--- src/rtl/core/kac_pkg.sv ---
package kac_pkg;

  typedef logic [3:0] key_code_t;

  localparam key_code_t KEY_LAST_ENTRY = 4'd12;
  localparam key_code_t KEY_D          = 4'd13;
  localparam key_code_t KEY_STAR       = 4'd14;
  localparam key_code_t KEY_HASH       = 4'd15;

  typedef enum logic [1:0] {
    MODE_DISARMED = 2'd0,
    MODE_ARMING   = 2'd1,
    MODE_ARMED    = 2'd2,
    MODE_ALARM    = 2'd3
  } mode_t;

  typedef enum logic [1:0] {
    CHECK_NONE  = 2'd0,
    CHECK_OK    = 2'd1,
    CHECK_WRONG = 2'd2
  } check_t;

  // Bit positions in the LED level vector.
  localparam int LED_GREEN  = 0;
  localparam int LED_ORANGE = 1;
  localparam int LED_WHITE  = 2;

  typedef logic [2:0] led_t;

  localparam led_t LEDS_GREEN_ONLY  = 3'b001;
  localparam led_t LEDS_ORANGE_ONLY = 3'b010;
  localparam led_t LEDS_KEEP_GREEN  = 3'b001;
  localparam led_t LEDS_KEEP_WHITE  = 3'b100;

  typedef enum logic [1:0] {
    REG_PASSCODE_DIGITS = 2'd0,
    REG_PASSCODE_LENGTH = 2'd1,
    REG_ARMING_TICKS    = 2'd2,
    REG_BLINK_TICKS     = 2'd3
  } reg_index_t;

  localparam logic [31:0] PASSCODE_DIGITS_RESET = 32'h0314_1592;
  localparam logic [3:0]  PASSCODE_LENGTH_RESET = 4'd7;
  localparam logic [15:0] ARMING_TICKS_RESET    = 16'd5000;
  localparam logic [15:0] BLINK_TICKS_RESET     = 16'd500;

  // Outcome of a submit key, handed from the entry logic to the mode control.
  typedef struct packed {
    logic submit;
    logic match;
  } check_info_t;

endpackage

--- src/rtl/core/kac_poll_if.sv ---
interface kac_poll_if;
  logic                valid;
  logic                ready;
  logic                key_valid;
  kac_pkg::key_code_t  key_code;
  logic                sound;
  logic                tick;

  modport source(output valid, key_valid, key_code, sound, tick, input ready);
  modport sink(input valid, key_valid, key_code, sound, tick, output ready);
endinterface

--- src/rtl/core/kac_status_if.sv ---
interface kac_status_if;
  logic       valid;
  logic       ready;
  logic       lamp_green;
  logic       lamp_orange;
  logic       lamp_white;
  logic [1:0] mode;
  logic [3:0] entry_length;
  logic [1:0] check_result;

  modport source(output valid, lamp_green, lamp_orange, lamp_white, mode, entry_length,
                 check_result, input ready);
  modport sink(input valid, lamp_green, lamp_orange, lamp_white, mode, entry_length,
               check_result, output ready);
endinterface

--- src/rtl/core/keypad_alarm_controller.sv ---
// Channel   Role    Payload
// poll      sink    key_valid, key_code, sound, tick
// status    source  lamp_green, lamp_orange, lamp_white, mode, entry_length, check_result
// cfg       write   cfg_write, cfg_index, cfg_data (no read-back)
//
// A poll is taken into an input register, then processed combinationally into
// the result register, so a poll can be accepted every cycle while the status
// is not stalled; its status comes from the result register. The limit is one
// state update per cycle in the mode and entry logic. Reset is synchronous and
// returns the block to disarmed with the configuration defaults. A stalled status holds
// the pipeline; the input register keeps taking polls while it is empty.
module keypad_alarm_controller #(
  parameter int MAX_CODE_DIGITS = 8,
  parameter int TIMER_BITS      = 16
) (
  input  logic                clk,
  input  logic                rst,
  kac_poll_if.sink            poll,
  kac_status_if.source        status,
  input  logic                cfg_write,
  input  kac_pkg::reg_index_t cfg_index,
  input  logic [31:0]         cfg_data
);
  import kac_pkg::*;

  localparam int CNT_W = $clog2(MAX_CODE_DIGITS + 1);

  logic [31:0] passcode_digits;
  logic [3:0]  passcode_length;
  logic [15:0] arming_ticks;
  logic [15:0] blink_ticks;

  logic        in_full;
  logic        in_key_valid;
  key_code_t   in_key_code;
  logic        in_sound;
  logic        in_tick;

  logic        out_full;
  logic        advance;

  check_info_t      check;
  logic [CNT_W-1:0] count_next;
  mode_t            mode_next;
  led_t             leds_next;

  always_ff @(posedge clk) begin
    if (rst) begin
      passcode_digits <= PASSCODE_DIGITS_RESET;
      passcode_length <= PASSCODE_LENGTH_RESET;
      arming_ticks    <= ARMING_TICKS_RESET;
      blink_ticks     <= BLINK_TICKS_RESET;
    end else if (cfg_write) begin
      case (cfg_index)
        REG_PASSCODE_DIGITS: passcode_digits <= cfg_data;
        REG_PASSCODE_LENGTH: passcode_length <= cfg_data[3:0];
        REG_ARMING_TICKS:    arming_ticks    <= cfg_data[15:0];
        REG_BLINK_TICKS:     blink_ticks     <= cfg_data[15:0];
        default: ;
      endcase
    end
  end

  assign advance    = in_full && (!out_full || status.ready);
  assign poll.ready = !in_full || advance;

  always_ff @(posedge clk) begin
    if (rst) begin
      in_full <= 1'b0;
    end else if (poll.ready) begin
      in_full <= poll.valid;
    end
  end

  always_ff @(posedge clk) begin
    if (poll.valid && poll.ready) begin
      in_key_valid <= poll.key_valid;
      in_key_code  <= poll.key_code;
      in_sound     <= poll.sound;
      in_tick      <= poll.tick;
    end
  end

  kac_entry #(
    .MAX_CODE_DIGITS(MAX_CODE_DIGITS),
    .CNT_W          (CNT_W)
  ) u_entry (
    .clk            (clk),
    .rst            (rst),
    .advance        (advance),
    .key_valid      (in_key_valid),
    .key_code       (in_key_code),
    .passcode_digits(passcode_digits),
    .passcode_length(passcode_length),
    .check          (check),
    .count_next     (count_next)
  );

  kac_ctrl #(
    .TIMER_BITS(TIMER_BITS)
  ) u_ctrl (
    .clk         (clk),
    .rst         (rst),
    .advance     (advance),
    .check       (check),
    .sound       (in_sound),
    .tick        (in_tick),
    .arming_ticks(arming_ticks),
    .blink_ticks (blink_ticks),
    .mode_next   (mode_next),
    .leds_next   (leds_next)
  );

  always_ff @(posedge clk) begin
    if (rst) begin
      out_full <= 1'b0;
    end else if (advance) begin
      out_full <= 1'b1;
    end else if (status.ready) begin
      out_full <= 1'b0;
    end
  end

  always_ff @(posedge clk) begin
    if (advance) begin
      status.lamp_green   <= leds_next[LED_GREEN];
      status.lamp_orange  <= leds_next[LED_ORANGE];
      status.lamp_white   <= leds_next[LED_WHITE];
      status.mode         <= mode_next;
      status.entry_length <= 4'(count_next);
      if (!check.submit) begin
        status.check_result <= CHECK_NONE;
      end else if (check.match) begin
        status.check_result <= CHECK_OK;
      end else begin
        status.check_result <= CHECK_WRONG;
      end
    end
  end

  assign status.valid = out_full;

  a_no_result_loss: assert property (@(posedge clk) disable iff (rst)
    out_full && !status.ready |=> out_full)
    else $error("pending result dropped");

  a_advance_needs_item: assert property (@(posedge clk) disable iff (rst)
    advance |=> out_full)
    else $error("processed poll produced no result");

endmodule

--- src/rtl/core/kac_entry.sv ---
module kac_entry #(
  parameter int MAX_CODE_DIGITS = 8,
  parameter int CNT_W = $clog2(MAX_CODE_DIGITS + 1)
) (
  input  logic                 clk,
  input  logic                 rst,
  input  logic                 advance,
  input  logic                 key_valid,
  input  kac_pkg::key_code_t   key_code,
  input  logic [31:0]          passcode_digits,
  input  logic [3:0]           passcode_length,
  output kac_pkg::check_info_t check,
  output logic [CNT_W-1:0]     count_next
);
  import kac_pkg::*;

  localparam int IDX_W = (MAX_CODE_DIGITS > 1) ? $clog2(MAX_CODE_DIGITS) : 1;
  localparam int CMP_W = (CNT_W > 4) ? CNT_W : 4;

  key_code_t        entry_buffer [MAX_CODE_DIGITS];
  logic [CNT_W-1:0] entry_count;
  logic             entry_overflow;
  logic             overflow_next;
  logic             write_en;
  logic             digits_ok;
  logic             length_ok;

  // Only entries below the passcode length are compared; a match also needs the
  // count to equal that length, so every compared entry was written since the last clear.
  always_comb begin
    logic [3:0] nib;
    digits_ok = 1'b1;
    for (int i = 0; i < MAX_CODE_DIGITS; i++) begin
      nib = passcode_length - 4'(i) - 4'd1;
      if (4'(i) < passcode_length &&
          entry_buffer[i] != passcode_digits[{nib[2:0], 2'b00} +: 4]) begin
        digits_ok = 1'b0;
      end
    end
  end

  assign length_ok = (passcode_length <= 4'd8) &&
                     (CMP_W'(passcode_length) <= CMP_W'(MAX_CODE_DIGITS)) &&
                     (CMP_W'(entry_count) == CMP_W'(passcode_length));

  assign check.submit = key_valid && (key_code == KEY_HASH);
  assign check.match  = !entry_overflow && length_ok && digits_ok;

  always_comb begin
    count_next    = entry_count;
    overflow_next = entry_overflow;
    write_en      = 1'b0;
    if (key_valid) begin
      if (key_code <= KEY_LAST_ENTRY) begin
        if (entry_count < CNT_W'(MAX_CODE_DIGITS)) begin
          write_en   = 1'b1;
          count_next = entry_count + CNT_W'(1);
        end else begin
          overflow_next = 1'b1;
        end
      end else if (key_code == KEY_STAR || key_code == KEY_HASH) begin
        count_next    = '0;
        overflow_next = 1'b0;
      end
    end
  end

  always_ff @(posedge clk) begin
    if (rst) begin
      entry_count    <= '0;
      entry_overflow <= 1'b0;
    end else if (advance) begin
      entry_count    <= count_next;
      entry_overflow <= overflow_next;
    end
  end

  always_ff @(posedge clk) begin
    if (advance && write_en) begin
      entry_buffer[entry_count[IDX_W-1:0]] <= key_code;
    end
  end

  a_count_bound: assert property (@(posedge clk) disable iff (rst)
    entry_count <= CNT_W'(MAX_CODE_DIGITS))
    else $error("entry count beyond buffer depth");

  a_overflow_full: assert property (@(posedge clk) disable iff (rst)
    entry_overflow |-> entry_count == CNT_W'(MAX_CODE_DIGITS))
    else $error("overflow flagged with room left in the buffer");

endmodule

--- src/rtl/core/kac_ctrl.sv ---
module kac_ctrl #(
  parameter int TIMER_BITS = 16
) (
  input  logic                 clk,
  input  logic                 rst,
  input  logic                 advance,
  input  kac_pkg::check_info_t check,
  input  logic                 sound,
  input  logic                 tick,
  input  logic [15:0]          arming_ticks,
  input  logic [15:0]          blink_ticks,
  output kac_pkg::mode_t       mode_next,
  output kac_pkg::led_t        leds_next
);
  import kac_pkg::*;

  localparam int CMP_W = (TIMER_BITS > 16) ? TIMER_BITS : 16;

  mode_t                 mode_reg;
  led_t                  led_levels;
  logic [TIMER_BITS-1:0] phase_timer;
  logic [TIMER_BITS-1:0] blink_timer;
  logic                  blink_level;
  logic [TIMER_BITS-1:0] phase_next;
  logic [TIMER_BITS-1:0] blink_next;
  logic                  level_next;

  always_comb begin
    mode_next  = mode_reg;
    leds_next  = led_levels;
    level_next = blink_level;
    phase_next = phase_timer;
    blink_next = blink_timer;

    if (tick) begin
      if (phase_timer != '1) phase_next = phase_timer + TIMER_BITS'(1);
      if (blink_timer != '1) blink_next = blink_timer + TIMER_BITS'(1);
    end

    if (check.submit && check.match) begin
      if (mode_reg == MODE_DISARMED) begin
        mode_next  = MODE_ARMING;
        phase_next = '0;
        blink_next = '0;
        level_next = 1'b0;
        leds_next  = leds_next & LEDS_KEEP_GREEN;
      end else if (mode_reg == MODE_ALARM) begin
        mode_next = MODE_DISARMED;
        leds_next = LEDS_GREEN_ONLY;
      end
    end

    // The mode update sees the mode left by the key.
    case (mode_next)
      MODE_DISARMED: begin
        leds_next = LEDS_GREEN_ONLY;
      end
      MODE_ARMING: begin
        leds_next = leds_next & LEDS_KEEP_GREEN;
        if (CMP_W'(blink_next) >= CMP_W'(blink_ticks)) begin
          blink_next           = '0;
          level_next           = !level_next;
          leds_next[LED_GREEN] = level_next;
        end
        if (CMP_W'(phase_next) >= CMP_W'(arming_ticks)) begin
          mode_next  = MODE_ARMED;
          blink_next = '0;
          level_next = 1'b0;
        end
      end
      MODE_ARMED: begin
        leds_next = LEDS_ORANGE_ONLY;
        if (sound) begin
          mode_next  = MODE_ALARM;
          blink_next = '0;
          level_next = 1'b0;
        end
      end
      default: begin
        leds_next = leds_next & LEDS_KEEP_WHITE;
        if (CMP_W'(blink_next) >= CMP_W'(blink_ticks)) begin
          blink_next           = '0;
          level_next           = !level_next;
          leds_next[LED_WHITE] = level_next;
        end
      end
    endcase
  end

  always_ff @(posedge clk) begin
    if (rst) begin
      mode_reg    <= MODE_DISARMED;
      led_levels  <= LEDS_GREEN_ONLY;
      phase_timer <= '0;
      blink_timer <= '0;
      blink_level <= 1'b0;
    end else if (advance) begin
      mode_reg    <= mode_next;
      led_levels  <= leds_next;
      phase_timer <= phase_next;
      blink_timer <= blink_next;
      blink_level <= level_next;
    end
  end

  a_one_led: assert property (@(posedge clk) disable iff (rst)
    $onehot0(led_levels))
    else $error("more than one LED driven");

  a_arming_leds: assert property (@(posedge clk) disable iff (rst)
    mode_reg == MODE_ARMING |-> !led_levels[LED_ORANGE] && !led_levels[LED_WHITE])
    else $error("orange or white lit while arming");

  // With a zero arming count a correct submit goes from disarmed straight to armed.
  a_armed_entry: assert property (@(posedge clk) disable iff (rst)
    (mode_reg == MODE_ARMED && $past(mode_reg) != MODE_ARMED)
      |-> $past(mode_reg) != MODE_ALARM)
    else $error("armed mode entered from alarm");

  a_hold_idle: assert property (@(posedge clk) disable iff (rst)
    !advance |=> $stable(mode_reg) && $stable(phase_timer))
    else $error("control state moved without an item");

endmodule
--- src/flat_wrapper.sv ---
// flat-port wrapper written by rule: the top's interface ports become plain ports
module keypad_alarm_controller_flat import kac_pkg::*;
#(
  parameter int MAX_CODE_DIGITS = 8,
  parameter int TIMER_BITS      = 16
)
  (clk, rst, cfg_write, cfg_index, cfg_data, poll_valid, poll_key_valid, poll_key_code, poll_sound, poll_tick, poll_ready, status_valid, status_lamp_green, status_lamp_orange, status_lamp_white, status_mode, status_entry_length, status_check_result, status_ready);
  kac_poll_if poll_i ();
  kac_status_if status_i ();
  input  logic clk;
  input  logic rst;
  input  logic cfg_write;
  input  kac_pkg::reg_index_t cfg_index;
  input  logic [31:0] cfg_data;
  input wire logic [$bits(poll_i.valid)-1:0] poll_valid;
  input wire logic [$bits(poll_i.key_valid)-1:0] poll_key_valid;
  input wire logic [$bits(poll_i.key_code)-1:0] poll_key_code;
  input wire logic [$bits(poll_i.sound)-1:0] poll_sound;
  input wire logic [$bits(poll_i.tick)-1:0] poll_tick;
  output wire logic [$bits(poll_i.ready)-1:0] poll_ready;
  output wire logic [$bits(status_i.valid)-1:0] status_valid;
  output wire logic [$bits(status_i.lamp_green)-1:0] status_lamp_green;
  output wire logic [$bits(status_i.lamp_orange)-1:0] status_lamp_orange;
  output wire logic [$bits(status_i.lamp_white)-1:0] status_lamp_white;
  output wire logic [$bits(status_i.mode)-1:0] status_mode;
  output wire logic [$bits(status_i.entry_length)-1:0] status_entry_length;
  output wire logic [$bits(status_i.check_result)-1:0] status_check_result;
  input wire logic [$bits(status_i.ready)-1:0] status_ready;
  assign poll_i.valid = poll_valid;
  assign poll_i.key_valid = poll_key_valid;
  assign poll_i.key_code = poll_key_code;
  assign poll_i.sound = poll_sound;
  assign poll_i.tick = poll_tick;
  assign poll_ready = poll_i.ready;
  assign status_valid = status_i.valid;
  assign status_lamp_green = status_i.lamp_green;
  assign status_lamp_orange = status_i.lamp_orange;
  assign status_lamp_white = status_i.lamp_white;
  assign status_mode = status_i.mode;
  assign status_entry_length = status_i.entry_length;
  assign status_check_result = status_i.check_result;
  assign status_i.ready = status_ready;
  keypad_alarm_controller #(.MAX_CODE_DIGITS(MAX_CODE_DIGITS), .TIMER_BITS(TIMER_BITS)) u_core (.clk(clk), .rst(rst), .poll(poll_i), .status(status_i), .cfg_write(cfg_write), .cfg_index(cfg_index), .cfg_data(cfg_data));
endmodule
--- config.mk ---
export PLATFORM = sky130hd
export DESIGN_NAME = keypad_alarm_controller_flat
export DESIGN_NICKNAME = d
export VERILOG_FILES = /design/src/rtl/core/kac_pkg.sv /design/src/rtl/core/kac_poll_if.sv /design/src/rtl/core/kac_status_if.sv /design/src/rtl/core/keypad_alarm_controller.sv /design/src/rtl/core/kac_entry.sv /design/src/rtl/core/kac_ctrl.sv /design/src/flat_wrapper.sv
export SDC_FILE = /design/constraint.sdc
export NUM_CORES = 1
export LEC_CHECK = 0
export BUFFER_PORTS_ARGS = -buffer_cell sky130_fd_sc_hd__buf_4
export CORE_MARGIN = 5
export CORE_UTILIZATION = 50
export CTS_BUF_LIST = sky130_fd_sc_hd__clkbuf_4 sky130_fd_sc_hd__clkbuf_8 sky130_fd_sc_hd__clkbuf_16
export DETAILED_ROUTE_END_ITERATION = 10
export HOLD_SLACK_MARGIN = 0.02
export MAX_ROUTING_LAYER = met4
export PLACE_DENSITY = 0.7
export SLEW_MARGIN = 0
export SYNTH_ARGS = -nofsm -noshare
export SYNTH_HDL_FRONTEND = slang
export SYNTH_HIERARCHICAL = 1
export SYNTH_SLANG_ARGS = --single-unit
export TNS_END_PERCENT = 1
--- constraint.sdc ---
create_clock -name clk -period 5.8 [get_ports clk]
set_input_delay 0.58 -clock clk [delete_from_list [all_inputs] [get_ports clk]]
set_output_delay 0.58 -clock clk [all_outputs]
set_load 0.05 [all_outputs]
==> parameters.txt, run 1 <==
Parameter                              Value

Run status
  Run status ... complete, no violations

Synth
  Number of synthesized register bits ... 162
  Post-Synthesis Mean Instance Area ... 10.1 sq um
  Dominant register cell in the synthesized netlist ... sky130_fd_sc_hd__dfxtp_1
  Number of enable flip-flop cells after synthesis ... 50
  Async set-or-reset flop fraction in the synthesized netlist ... 0%
  Net count after synthesis ... 1149
  Syn. warnings ... 6
  Mapped cell area ... 10700 sq um
  Cells after Synth ... 1065
  Library cells used by synthesis ... 89
  Share of the yosys chip area belonging to registers ... 34.9%

Floorplan
  Effective utilization at floorplan ... 50.9%
  Total I/O pin count ... 59
  Die Outline Area ... 24500 sq um
  Die Y ... 157 microns
  Number of rows created at floorplan ... 53
  Die W ... 157 microns
  Placeable Area ... 21100 sq um

STA
  Least setup slack across all paths after layout ... 0.311 ns
  Sum of negative setup slack ... 0 ns
  Setup violations, final ... 0
  Post-layout minimum cycle time ... 5.49 ns
  Final-report hold violation count ... 0
  Actual slew at the worst max-slew pin ... 1.23 ns
  Number of max-slew violations in the final report ... 0
  Final cycle utilization of the critical path ... 94.6%
  Post-Route Skew ... 0.0145 ns
  Worst slew margin ... 17.5%
  Upper clock frequency limit ... 0.182 GHz

Layout
  Synthesis-to-finish area growth ... 12.3%
  Share of post-route cells with drive strength above 1 ... 17.8%
  Antenna diode instance count ... 0
  Final core utilization ... 57.2%
  Number of nets in the finished design ... 1187

Clocking
  Number of sinks on the clock net ... 162
  Number of levels in the clock H-tree ... 4
  TritonCTS clock tree ... done
  CTS max path bufs ... 2
  Clock latency on the worst-skew pair ... 0.43 ns
  Clk Tree Root Cell ... sky130_fd_sc_hd__clkbuf_16
  Clock-pin transition on the worst setup and hold timing paths ... 0.07 ns
  Total clock buffers created by CTS ... 17

Global route
  Antenna violations before repair ... 0
  Number of global-route vias before repair ... 7767
  First-pass GRT wire length ... 42000 microns
  Total congestion overflow ... 0
  GRT Overall Usage ... 22.3%
  Pin count of the biggest net entering global routing ... 112

Setup path
  Worst Path Max Fanout ... 16
  Capturing element type of the critical path ... flop
  Arrival time of data at the critical path endpoint ... 5.81 ns
  Register-to-register path setup slack ... 0.31 ns
  Data required time of the critical path ... 6.12 ns
  Critical setup path kind ... flop to flop
  Kind of launch point of the worst setup path ... flop

Drt
  Iter 0 DRT Violations ... 622
  Via count of the routed design ... 8246
  Drt first pass iters ... 5
  Per-cell via count in the routed design ... 5.93
  Wire length per cell ... 19.2 microns
  Remaining antenna violation count ... 0
  Total Routed Length ... 26700 microns
  DR DRC count ... 0

Place
  IO Port Bufs ... 58
  Half-perimeter wire length after detailed placement ... 19600 microns
  Setup slack at placement ... -0.0704 ns
  Global placer's final weighted congestion ... 0.936

Power
  Pwr Density ... 224 nW/um^2
  Static leakage ... 4.63 nW
  Highest ir drop seen on vdd ... 201 uV
  Total power after layout ... 2.70 mW

Run
  Number of max-cap violations ... 0

Worst hold path
  Type of the worst min-delay path ... input port to flop
-- stage by stage --
step	hold slack (ns)	cells	area [sq um]
6_report	0.324	1391	12100
5_1_grt	0.306	1391	12100
4_1_cts	0.309	1390	12000
3_5_place_dp	0.453	1356	11300
3_3_place_gp	0.448	1356	11300
2_1_floorplan	0.434	1065	10800
-- cell type report --
class | count | area, sq um
flip-flops and latches | 162 | 3740
clock buffers | 17 | 425
inverters | 50 | 191
repair buffers | 83 | 689
well taps | 275 | 344
multi-input cells | 789 | 6480
clock inverters | 15 | 181
fillers | 1818 | 9030
-- path summary, 6_finish.rpt --
check	cells after the start	to	startpoint
min	1	u_core/in_tick	poll_tick
max	23	u_core/u_ctrl/led_levels[0]	u_core/passcode_length[0]
min reg2reg	2	u_core/status.valid	u_core/in_full
max reg2reg	23	u_core/u_ctrl/led_levels[0]	u_core/passcode_length[0]
-- cells in the mapped netlist (all sizes together), types with 4 or more instances --
cell	count	area, sq um
a211oi	11	92.6
a21oi	34	185
a22oi	18	135
a31oi	11	75.1
a41oi	6	71.3
and2	9	56.3
and3	9	56.3
and4	4	36.3
buf	38	309
clkbuf	26	110
dfxtp	112	2240
edfxtp	50	1500
ha	38	475
inv	48	180
mux2i	139	1390
mux4	37	837
nand2	59	221
nand2b	80	500
nand3	24	125
nand3b	5	37.5
nand4	15	124
nor2	96	360
nor3	17	90.1
nor3b	5	53.8
nor4	7	88.8
o211ai	5	37.5
o21a	5	37.5
o21ai	30	150
o31ai	21	173
or3	4	26.3
or4	4	30.0
xnor2	30	289
xor2	27	274
-- cell usage in the layout (no fill, tap or decap), types with 5 or more instances in the layout --
master / count
sky130_fd_sc_hd__mux2i_1: 137
sky130_fd_sc_hd__dfxtp_1: 112
sky130_fd_sc_hd__nor2_1: 95
sky130_fd_sc_hd__nand2b_1: 80
sky130_fd_sc_hd__buf_4: 76
sky130_fd_sc_hd__nand2_1: 57
sky130_fd_sc_hd__edfxtp_1: 50
sky130_fd_sc_hd__inv_1: 47
sky130_fd_sc_hd__ha_1: 36
sky130_fd_sc_hd__mux4_2: 36
sky130_fd_sc_hd__a21oi_1: 30
sky130_fd_sc_hd__o21ai_0: 29
sky130_fd_sc_hd__xnor2_1: 28
sky130_fd_sc_hd__xor2_1: 25
sky130_fd_sc_hd__nand3_1: 23
sky130_fd_sc_hd__clkbuf_16: 18
sky130_fd_sc_hd__o31ai_1: 18
sky130_fd_sc_hd__a22oi_1: 18
sky130_fd_sc_hd__nor3_1: 16
sky130_fd_sc_hd__nand4_1: 13
sky130_fd_sc_hd__a31oi_1: 10
sky130_fd_sc_hd__and3_1: 9
sky130_fd_sc_hd__and2_1: 8
sky130_fd_sc_hd__a211oi_1: 8
sky130_fd_sc_hd__inv_8: 5
sky130_fd_sc_hd__clkinv_8: 5
sky130_fd_sc_hd__nand3b_1: 5
sky130_fd_sc_hd__o21a_1: 5
sky130_fd_sc_hd__o211ai_1: 5
sky130_fd_sc_hd__a41oi_1: 5
-- layer usage --
metal	vias to the layer above	global-route usage (%)	wire length [microns]
met5	-	-	0
met4	0	5.79	457
met3	34	5.25	1920
met2	299	33.3	12200
met1	3938	30.6	12100
li1	3975	-	-
-- repair_timing --
item | CTS | global route
setup buffers | 2 | 0
hold buffers | 0 | 0
pin swaps | 0 | 1
resized for setup | 4 | 16
endpoints found under the setup margin | 18 | 21
gates cloned | 0 | 1
-- critical path, stage by stage (launching register included) --
cell                       delay [ns]
sky130_fd_sc_hd__dfxtp_1         0.40
sky130_fd_sc_hd__clkinv_2        0.11
sky130_fd_sc_hd__ha_4            0.31
sky130_fd_sc_hd__buf_12          0.17
sky130_fd_sc_hd__mux4_2          0.52
sky130_fd_sc_hd__mux2i_2         0.26
sky130_fd_sc_hd__xor2_1          0.19
sky130_fd_sc_hd__nand4_1         0.12
sky130_fd_sc_hd__nor2_1          0.13
sky130_fd_sc_hd__o221ai_1        0.13
sky130_fd_sc_hd__a21o_1          0.18
sky130_fd_sc_hd__a211oi_2        0.25
sky130_fd_sc_hd__and2_4          0.21
sky130_fd_sc_hd__nor3b_4         0.21
sky130_fd_sc_hd__buf_4           0.18
sky130_fd_sc_hd__buf_4           0.17
sky130_fd_sc_hd__a21oi_2         0.08
sky130_fd_sc_hd__ha_1            0.24
sky130_fd_sc_hd__or4_1           0.53
sky130_fd_sc_hd__a21oi_1         0.17
sky130_fd_sc_hd__o311ai_1        0.15
sky130_fd_sc_hd__buf_4           0.19
sky130_fd_sc_hd__and3_1          0.16
sky130_fd_sc_hd__o32a_1          0.32
-- cells by family (layout without fill, tap and decap cells) --
logic type / count (synthesis) / after routing / share of synthesized area (%)
mux: 176 / 176 / 20.8
simple gates: 348 / 348 / 17.6
flops: 162 / 162 / 34.9
fa+ha+maj: 38 / 38 / 4.43
buf+inv: 114 / 165 / 5.65
compound gates: 170 / 170 / 11.5
xor+xnor: 57 / 57 / 5.24
-- report_power, final --
group          switching [mW]  internal, mW
combinational           0.183         0.159
sequential             0.0375          1.19
clock                   0.543         0.587
(Power assumes the default switching activity.)
==> run 2: changes to the inputs <==
- ABC_AREA: not set -> 1
- PLACE_DENSITY: 0.7 -> 0.67
- clock period: 5.8 -> 6.41 ns (I/O delays scaled with it)
==> run 2 against run 1 <==
Global-route usage increased by 2.9 points; sequential power decreased by 7%; maximum frequency decreased by 5.8%; first-iteration DRC count increased by 18%; flip-flop and latch count unchanged; combinational power increased by 50%; clock power decreased by 8%; largest cell class unchanged.
==> parameters.txt, run 2 <==
Parameter                              Value

Run status
  Run status ... complete, no violations

Clocking
  Clock latency on the worst-skew pair ... 0.43 ns (about the same)
  CTS max path bufs ... 2 (unchanged)
  Number of sinks on the clock net ... 162 (unchanged)
  TritonCTS clock tree ... done
  Total clock buffers created by CTS ... 17 (unchanged)
  Clk Tree Root Cell ... sky130_fd_sc_hd__clkbuf_16
  Number of levels in the clock H-tree ... 4 (unchanged)
  Clock-pin transition on the worst setup and hold timing paths ... 0.07 ns (about the same)

STA
  Final-report hold violation count ... 0 (unchanged)
  Post-layout minimum cycle time ... 5.83 ns (+0.339 ns)
  RSZ-0062 raised after global routing ... no
  Actual slew at the worst max-slew pin ... 1.18 ns (-0.0571 ns)
  Setup violations, final ... 0 (unchanged)
  Number of max-slew violations in the final report ... 0 (unchanged)
  Upper clock frequency limit ... 0.172 GHz (-5.8%)
  Least setup slack across all paths after layout ... 0.582 ns (+0.271 ns)
  Final cycle utilization of the critical path ... 90.9% (-3.7 points)
  Worst slew margin ... 21.5% (+4.0 points)
  Sum of negative setup slack ... 0 ns (unchanged)
  Post-Route Skew ... 0.0128 ns (-0.00172 ns)

Setup path
  Reg-to-reg endpoint ... u_core/u_ctrl/blink_timer[14]
  Worst reg-to-reg path cell count ... 33 (+43%)
  Data required time of the critical path ... 6.72 ns (+0.60 ns)
  Capturing element type of the critical path ... flop
  RR Startpoint ... u_core/passcode_length[0]
  Kind of launch point of the worst setup path ... flop
  Critical setup path kind ... flop to flop
  Arrival time of data at the critical path endpoint ... 6.13 ns (+0.32 ns)
  Worst Path Max Fanout ... 19 (+3)
  Delay contributed by the slowest stage of the critical path ... 0.42 ns (-0.11 ns)
  CP max stage cell ... sky130_fd_sc_hd__nor2_4
  Top cell by count, worst path ... sky130_fd_sc_hd__nand2_1
  Register-to-register path setup slack ... 0.58 ns (+0.27 ns)

Synth
  Most common cell in the synthesized netlist ... sky130_fd_sc_hd__nand2_1
  Async set-or-reset flop fraction in the synthesized netlist ... 0% (unchanged)
  Number of enable flip-flop cells after synthesis ... 50 (unchanged)
  Share of the yosys chip area belonging to registers ... 34.8% (-0.045 points)
  Top cell type's share of synthesized area ... 20.9% (-0.027 points)
  Cell type contributing the most total cell area after synthesis ... sky130_fd_sc_hd__dfxtp_1
  Number of synthesized register bits ... 162 (unchanged)
  Mapped cell area ... 10800 sq um (+0.13%)
  Leading post-synthesis cells by instance count ... 479 x sky130_fd_sc_hd__nand2_1, 247 x sky130_fd_sc_hd__nand3_1, 214 x sky130_fd_sc_hd__inv_1
  Top area cells in the synthesized netlist ... sky130_fd_sc_hd__dfxtp_1 21%, sky130_fd_sc_hd__nand2_1 17%, sky130_fd_sc_hd__edfxtp_1 14%, sky130_fd_sc_hd__nand3_1 11%, sky130_fd_sc_hd__inv_1 7.5%
  Post-Synthesis Mean Instance Area ... 6.71 sq um (-33%)
  Net count after synthesis ... 1686 (+47%)
  Library cells used by synthesis ... 51 (-43%)
  Syn. warnings ... 6 (unchanged)
  Dominant register cell in the synthesized netlist ... sky130_fd_sc_hd__dfxtp_1
  Cells after Synth ... 1602 (+50%)

Worst hold path
  Worst hold stages ... 1 (unchanged)
  Terminating pin of the worst hold path ... u_core/in_key_code[1]
  Type of the worst min-delay path ... input port to flop
  Launch point of the worst hold path ... poll_key_code[1]

Layout
  Commonest non-fill, non-tap cell in the layout ... sky130_fd_sc_hd__nand2_1
  Area of the multi-input gates ... 5800 sq um (-11%)
  Number of nets in the finished design ... 1711 (+44%)
  Antenna diode instance count ... 0 (unchanged)
  Layout fillers ... 2109 (+16%)
  Commonest non-fill, non-tap cells in the layout ... 479 x sky130_fd_sc_hd__nand2_1, 247 x sky130_fd_sc_hd__nand3_1, 213 x sky130_fd_sc_hd__inv_1
  Share of post-route cells with drive strength above 1 ... 9.76% (-8.1 points)
  Synthesis-to-finish area growth ... 10.0%
  Sequential cell area ... 3740 sq um (unchanged)

Drt
  Remaining antenna violation count ... 0 (unchanged)
  Per-cell via count in the routed design ... 5.31 (-10%)
  Via count of the routed design ... 10200 (+23%)
  Iter 0 DRT Violations ... 737 (+18%)
  Wire length per cell ... 15.8 microns (-18%)
  DR DRC count ... 0 (unchanged)
  Total Routed Length ... 30300 microns (+14%)
  Drt first pass iters ... 6 (+1)

Floorplan
  Placeable Area ... 21100 sq um (unchanged)
  Die Y ... 157 microns (about the same)
  Total I/O pin count ... 59 (unchanged)
  Effective utilization at floorplan ... 51.0% (+0.065 points)
  Number of rows created at floorplan ... 53 (unchanged)
  Die W ... 157 microns (about the same)
  Die Outline Area ... 24500 sq um (+0.12%)

Power
  Static leakage ... 5.91 nW (+28%)
  Highest ir drop seen on vdd ... 160 uV (-20%)
  Total power after layout ... 2.70 mW (-0.18%)
  Pwr Density ... 228 nW/um^2 (+1.7%)

Place
  Global placer's final weighted congestion ... 0.944 (+0.90%)
  Half-perimeter wire length after detailed placement ... 22700 microns (+16%)
  IO Port Bufs ... 58 (unchanged)
  Setup slack at placement ... 0.597 ns (+0.667 ns)

Global route
  Total congestion overflow ... 0 (unchanged)
  Number of global-route vias before repair ... 9243 (+19%)
  Pin count of the biggest net entering global routing ... 69 (-38%)
  GRT Overall Usage ... 25.2% (+2.9 points)
  Antenna violations before repair ... 0 (unchanged)
  First-pass GRT wire length ... 47600 microns (+13%)

Run
  Number of max-cap violations ... 0 (unchanged)
-- run 2: changes by cell type after synthesis, moves of 36 or more --
cell / change
sky130_fd_sc_hd__nand3_1: +224
sky130_fd_sc_hd__mux2i_1: -139
sky130_fd_sc_hd__nor2_1: +49
sky130_fd_sc_hd__mux4_2: -36
sky130_fd_sc_hd__nand2b_1: -80
sky130_fd_sc_hd__nand2_1: +420
sky130_fd_sc_hd__a21oi_1: +49
sky130_fd_sc_hd__inv_1: +167
-- run 2: through the flow --
| stage | util (%) | std cells | hold WS [ns] | area, sq um |
|---|---|---|---|---|
| 2_1_floorplan | - | 1602 | 0.441 | 10800 |
| 3_3_place_gp | 53.2 | 1882 | 0.460 | 11200 |
| 3_5_place_dp | 53.2 | 1882 | 0.457 | 11200 |
| 4_1_cts | 56.0 | 1914 | 0.366 | 11800 |
| 5_1_grt | 56.1 | 1915 | 0.358 | 11800 |
| 6_report | 56.1 | 1915 | 0.382 | 11800 |
-- run 2: how the worst max path moves through the flow --
stage / slack (ns) / endpoint / startpoint
3_5_place_dp: 0.60 / u_core/u_ctrl/blink_timer[14] / u_core/passcode_length[0]
5_1_grt: 0.05 / u_core/u_ctrl/blink_timer[1] / u_core/passcode_length[0]
6_report: 0.58 / u_core/u_ctrl/blink_timer[14] / u_core/passcode_length[0]
3_3_place_gp: 0.67 / u_core/u_ctrl/blink_timer[6] / u_core/passcode_length[0]
4_1_cts: 0.52 / u_core/u_ctrl/blink_timer[14] / u_core/passcode_length[0]
2_1_floorplan: 1.75 / u_core/u_ctrl/blink_timer[6] / u_core/passcode_length[1]
-- run 2: logic make-up after synthesis --
| kind of cell | Yosys count | share of synthesized area [%] |
|---|---|---|
| compound gates | 151 | 7.95 |
| xor+xnor | 24 | 2.34 |
| fa+ha+maj | 38 | 4.42 |
| buf+inv | 285 | 11.4 |
| flops | 162 | 34.8 |
| simple gates | 942 | 39.1 |
-- run 2: layout make-up --
cell class,count,share of cell area (%)
clock buffer,19,3.78
clock inverter,13,1.22
inverter,224,7.16
multi-input combinational,1155,49.0
sequential,162,31.6
tap,275,2.91
timing repair buffer,66,4.19
timing repair inverter,1,0.0635
-- run 2: power breakdown --
group,internal [mW],switching [mW]
sequential,1.10,0.0458
combinational,0.172,0.341
clock,0.564,0.473
total,1.84,0.860
-- run 2: worst max-delay path, delay by kind of cell (launching register included) --
family	cells	cell delay (ns)
DFF	1	0.39
buffers and inverters	6	0.95
adders and majority gates	2	0.57
and+or+nand+nor	24	3.71
AOI/OAI and AO/OA	1	0.05
-- run 2: what timing repair did --
action                                 in CTS  in global routing
hold buffers                                0                  0
buffers inserted                            0                  0
setup endpoints to repair                   0                 20
gates resized for setup                     0                  3
endpoints found under the hold margin       0                  0
-- run 2: per-layer routing --
| metal | part of all wire [%] | up-vias | GRT usage, % |
|---|---|---|---|
| met2 | 50 | 256 | 42.6 |
| li1 | - | 5201 | - |
| met3 | 3.6 | 66 | 3.48 |
| met1 | 43 | 4655 | 29.8 |
| met5 | 0 | - | - |
| met4 | 4.1 | 0 | 11.2 |
==> run 3: changes to the inputs <==
- RECOVER_POWER: not set -> 50
==> run 3 against run 2 <==
Count of clock-buffer cells in the layout is the same; clock power is essentially flat; largest power group unchanged; the run now ends with max-capacitance violations, max-slew violations left; global-route usage did not move; combinational power shrank 0.8%.
==> parameters.txt, run 3 (same netlist as run 2, synthesis figures left out) <==
Parameter                              Value

STA
  Final cycle utilization of the critical path ... 90.0% (-0.87 points)
  Post-Route Skew ... 0.0134 ns (+0.000575 ns)
  Worst slew margin ... -35.0% (-57 points)
  Post-layout minimum cycle time ... 5.77 ns (-0.0560 ns)
  Actual slew at the worst max-slew pin ... 2.02 ns (+0.847 ns)
  Upper clock frequency limit ... 0.173 GHz (+0.97%)
  RSZ-0062 raised after global routing ... no
  Final-report hold violation count ... 0 (unchanged)
  Number of max-slew violations in the final report ... 90 (+90)
  Setup violations, final ... 0 (unchanged)
  Sum of negative setup slack ... 0 ns (unchanged)

Layout
  Number of nets in the finished design ... 1711 (unchanged)
  Share of post-route cells with drive strength above 1 ... 8.90% (-0.85 points)
  Synthesis-to-finish area growth ... 9.48%
  Commonest non-fill, non-tap cell in the layout ... sky130_fd_sc_hd__nand2_1
  Non-filler instance count after layout ... 1915 (unchanged)
  Commonest non-fill, non-tap cells in the layout ... 479 x sky130_fd_sc_hd__nand2_1, 247 x sky130_fd_sc_hd__nand3_1, 214 x sky130_fd_sc_hd__inv_1
  Antenna diode instance count ... 0 (unchanged)
  Layout fillers ... 2120 (+0.52%)

Place
  IO Port Bufs ... 58 (unchanged)
  Placed cell count ... 1882 (unchanged)
  Global placer's final weighted congestion ... 0.944 (unchanged)
  Half-perimeter wire length after detailed placement ... 22700 microns (unchanged)

Drt
  Iter 0 DRT Violations ... 784 (+6.4%)
  Drt first pass iters ... 6 (unchanged)
  Per-cell via count in the routed design ... 5.31 (about the same)
  DR DRC count ... 0 (unchanged)
  Total Routed Length ... 30200 microns (-0.37%)
  Wire length per cell ... 15.8 microns (-0.37%)
  Via count of the routed design ... 10200 (-0.098%)
  Remaining antenna violation count ... 0 (unchanged)

Floorplan
  Effective utilization at floorplan ... 51.0% (unchanged)
  Total I/O pin count ... 59 (unchanged)
  Placeable Area ... 21100 sq um (unchanged)
  Die Y ... 157 microns (unchanged)
  Die W ... 157 microns (unchanged)
  Number of rows created at floorplan ... 53 (unchanged)
  Die Outline Area ... 24500 sq um (unchanged)

Worst hold path
  Type of the worst min-delay path ... input port to flop
  Launch point of the worst hold path ... poll_key_code[1]

Setup path
  CP max stage cell ... sky130_fd_sc_hd__nor2_4
  Top cell by count, worst path ... sky130_fd_sc_hd__nand2_1
  Worst Path Max Fanout ... 19 (unchanged)
  Arrival time of data at the critical path endpoint ... 6.08 ns (-0.05 ns)
  Setup crit start ... u_core/passcode_length[0]
  Kind of launch point of the worst setup path ... flop
  Critical setup path kind ... flop to flop
  RR Startpoint ... u_core/passcode_length[0]
  Capturing element type of the critical path ... flop
  Cell family with the largest share of critical-path delay ... simple AND/OR/NAND/NOR gates
  Register-to-register path setup slack ... 0.64 ns (+0.06 ns)
  Delay contributed by the slowest stage of the critical path ... 0.42 ns (about the same)
  Buf/Inv on CP ... 6 (unchanged)
  Data required time of the critical path ... 6.72 ns (about the same)

Clocking
  CTS max path bufs ... 2 (unchanged)
  Total setup buffers inserted after CTS ... 0 (unchanged)
  TritonCTS clock tree ... done
  Clock latency on the worst-skew pair ... 0.43 ns (about the same)
  Total clock buffers created by CTS ... 17 (unchanged)
  Number of levels in the clock H-tree ... 4 (unchanged)
  Number of sinks on the clock net ... 162 (unchanged)
  Clock-pin transition on the worst setup and hold timing paths ... 0.07 ns (about the same)
  Clk Tree Root Cell ... sky130_fd_sc_hd__clkbuf_16

Global route
  GRT Overall Usage ... 25.2% (unchanged)
  First-pass GRT wire length ... 47600 microns (unchanged)
  Total congestion overflow ... 0 (unchanged)
  Number of global-route vias before repair ... 9243 (unchanged)
  Antenna violations before repair ... 0 (unchanged)
  Pin count of the biggest net entering global routing ... 69 (unchanged)

Power
  Total power after layout ... 2.69 mW (-0.22%)
  Highest ir drop seen on vdd ... 160 uV (+0.36%)
  Static leakage ... 5.86 nW (-0.78%)
  Pwr Density ... 229 nW/um^2 (+0.26%)

Run
  Number of max-cap violations ... 2 (+2)

Run status
  Violated checks ... max-capacitance violations, max-slew violations
  Run status ... complete, but fails checks
-- run 3: power by group --
part           switching (mW)  internal, mW  leakage, nW  total, mW
sequential             0.0456          1.10         1.38       1.15
clock                   0.472         0.564        0.287       1.04
combinational           0.339         0.169         4.19      0.509
total                   0.857          1.84         5.86       2.69
-- run 3: per-stage QoR --
step / utilization [%] / instance area [sq um] / worst slack, ns / hold WS, ns
2_1_floorplan: - / 10800 / 1.75 / 0.441
3_3_place_gp: 53.2 / 11200 / 0.672 / 0.460
3_5_place_dp: 53.2 / 11200 / 0.597 / 0.457
4_1_cts: 56.0 / 11800 / 0.524 / 0.366
5_1_grt: 55.8 / 11800 / 0.0530 / 0.380
6_report: 55.8 / 11800 / 0.638 / 0.402
-- run 3: layout make-up --
| type | count | area [sq um] | area share, % |
|---|---|---|---|
| clock inverter | 13 | 144 | 1.22 |
| timing repair buffer | 66 | 450 | 3.83 |
| tap | 275 | 344 | 2.92 |
| clock buffer | 19 | 447 | 3.79 |
| sequential | 162 | 3740 | 31.8 |
| multi-input combinational | 1155 | 5790 | 49.2 |
| timing repair inverter | 1 | 7.51 | 0.0638 |
| inverter | 224 | 847 | 7.20 |
-- run 3: timing repair --
item	CTS	global route
gates resized for setup	0	3
hold buffers	0	0
endpoints found under the setup margin	0	20
-- run 3: routing by layer --
layer	wire length (microns)	vias up	GRT usage (%)
met5	0	-	-
met4	1260	0	11.2
met3	1310	66	3.48
met2	14900	300	42.6
met1	12700	4596	29.8
li1	-	5206	-
-- run 3: final timing paths --
kind | depth (start not counted) | end
worst max-delay path | 33 | u_core/u_ctrl/blink_timer[14]
worst min-delay path | 1 | u_core/in_key_code[1]
worst max register to register | 33 | u_core/u_ctrl/blink_timer[14]
worst min register to register | 2 | u_core/status.valid
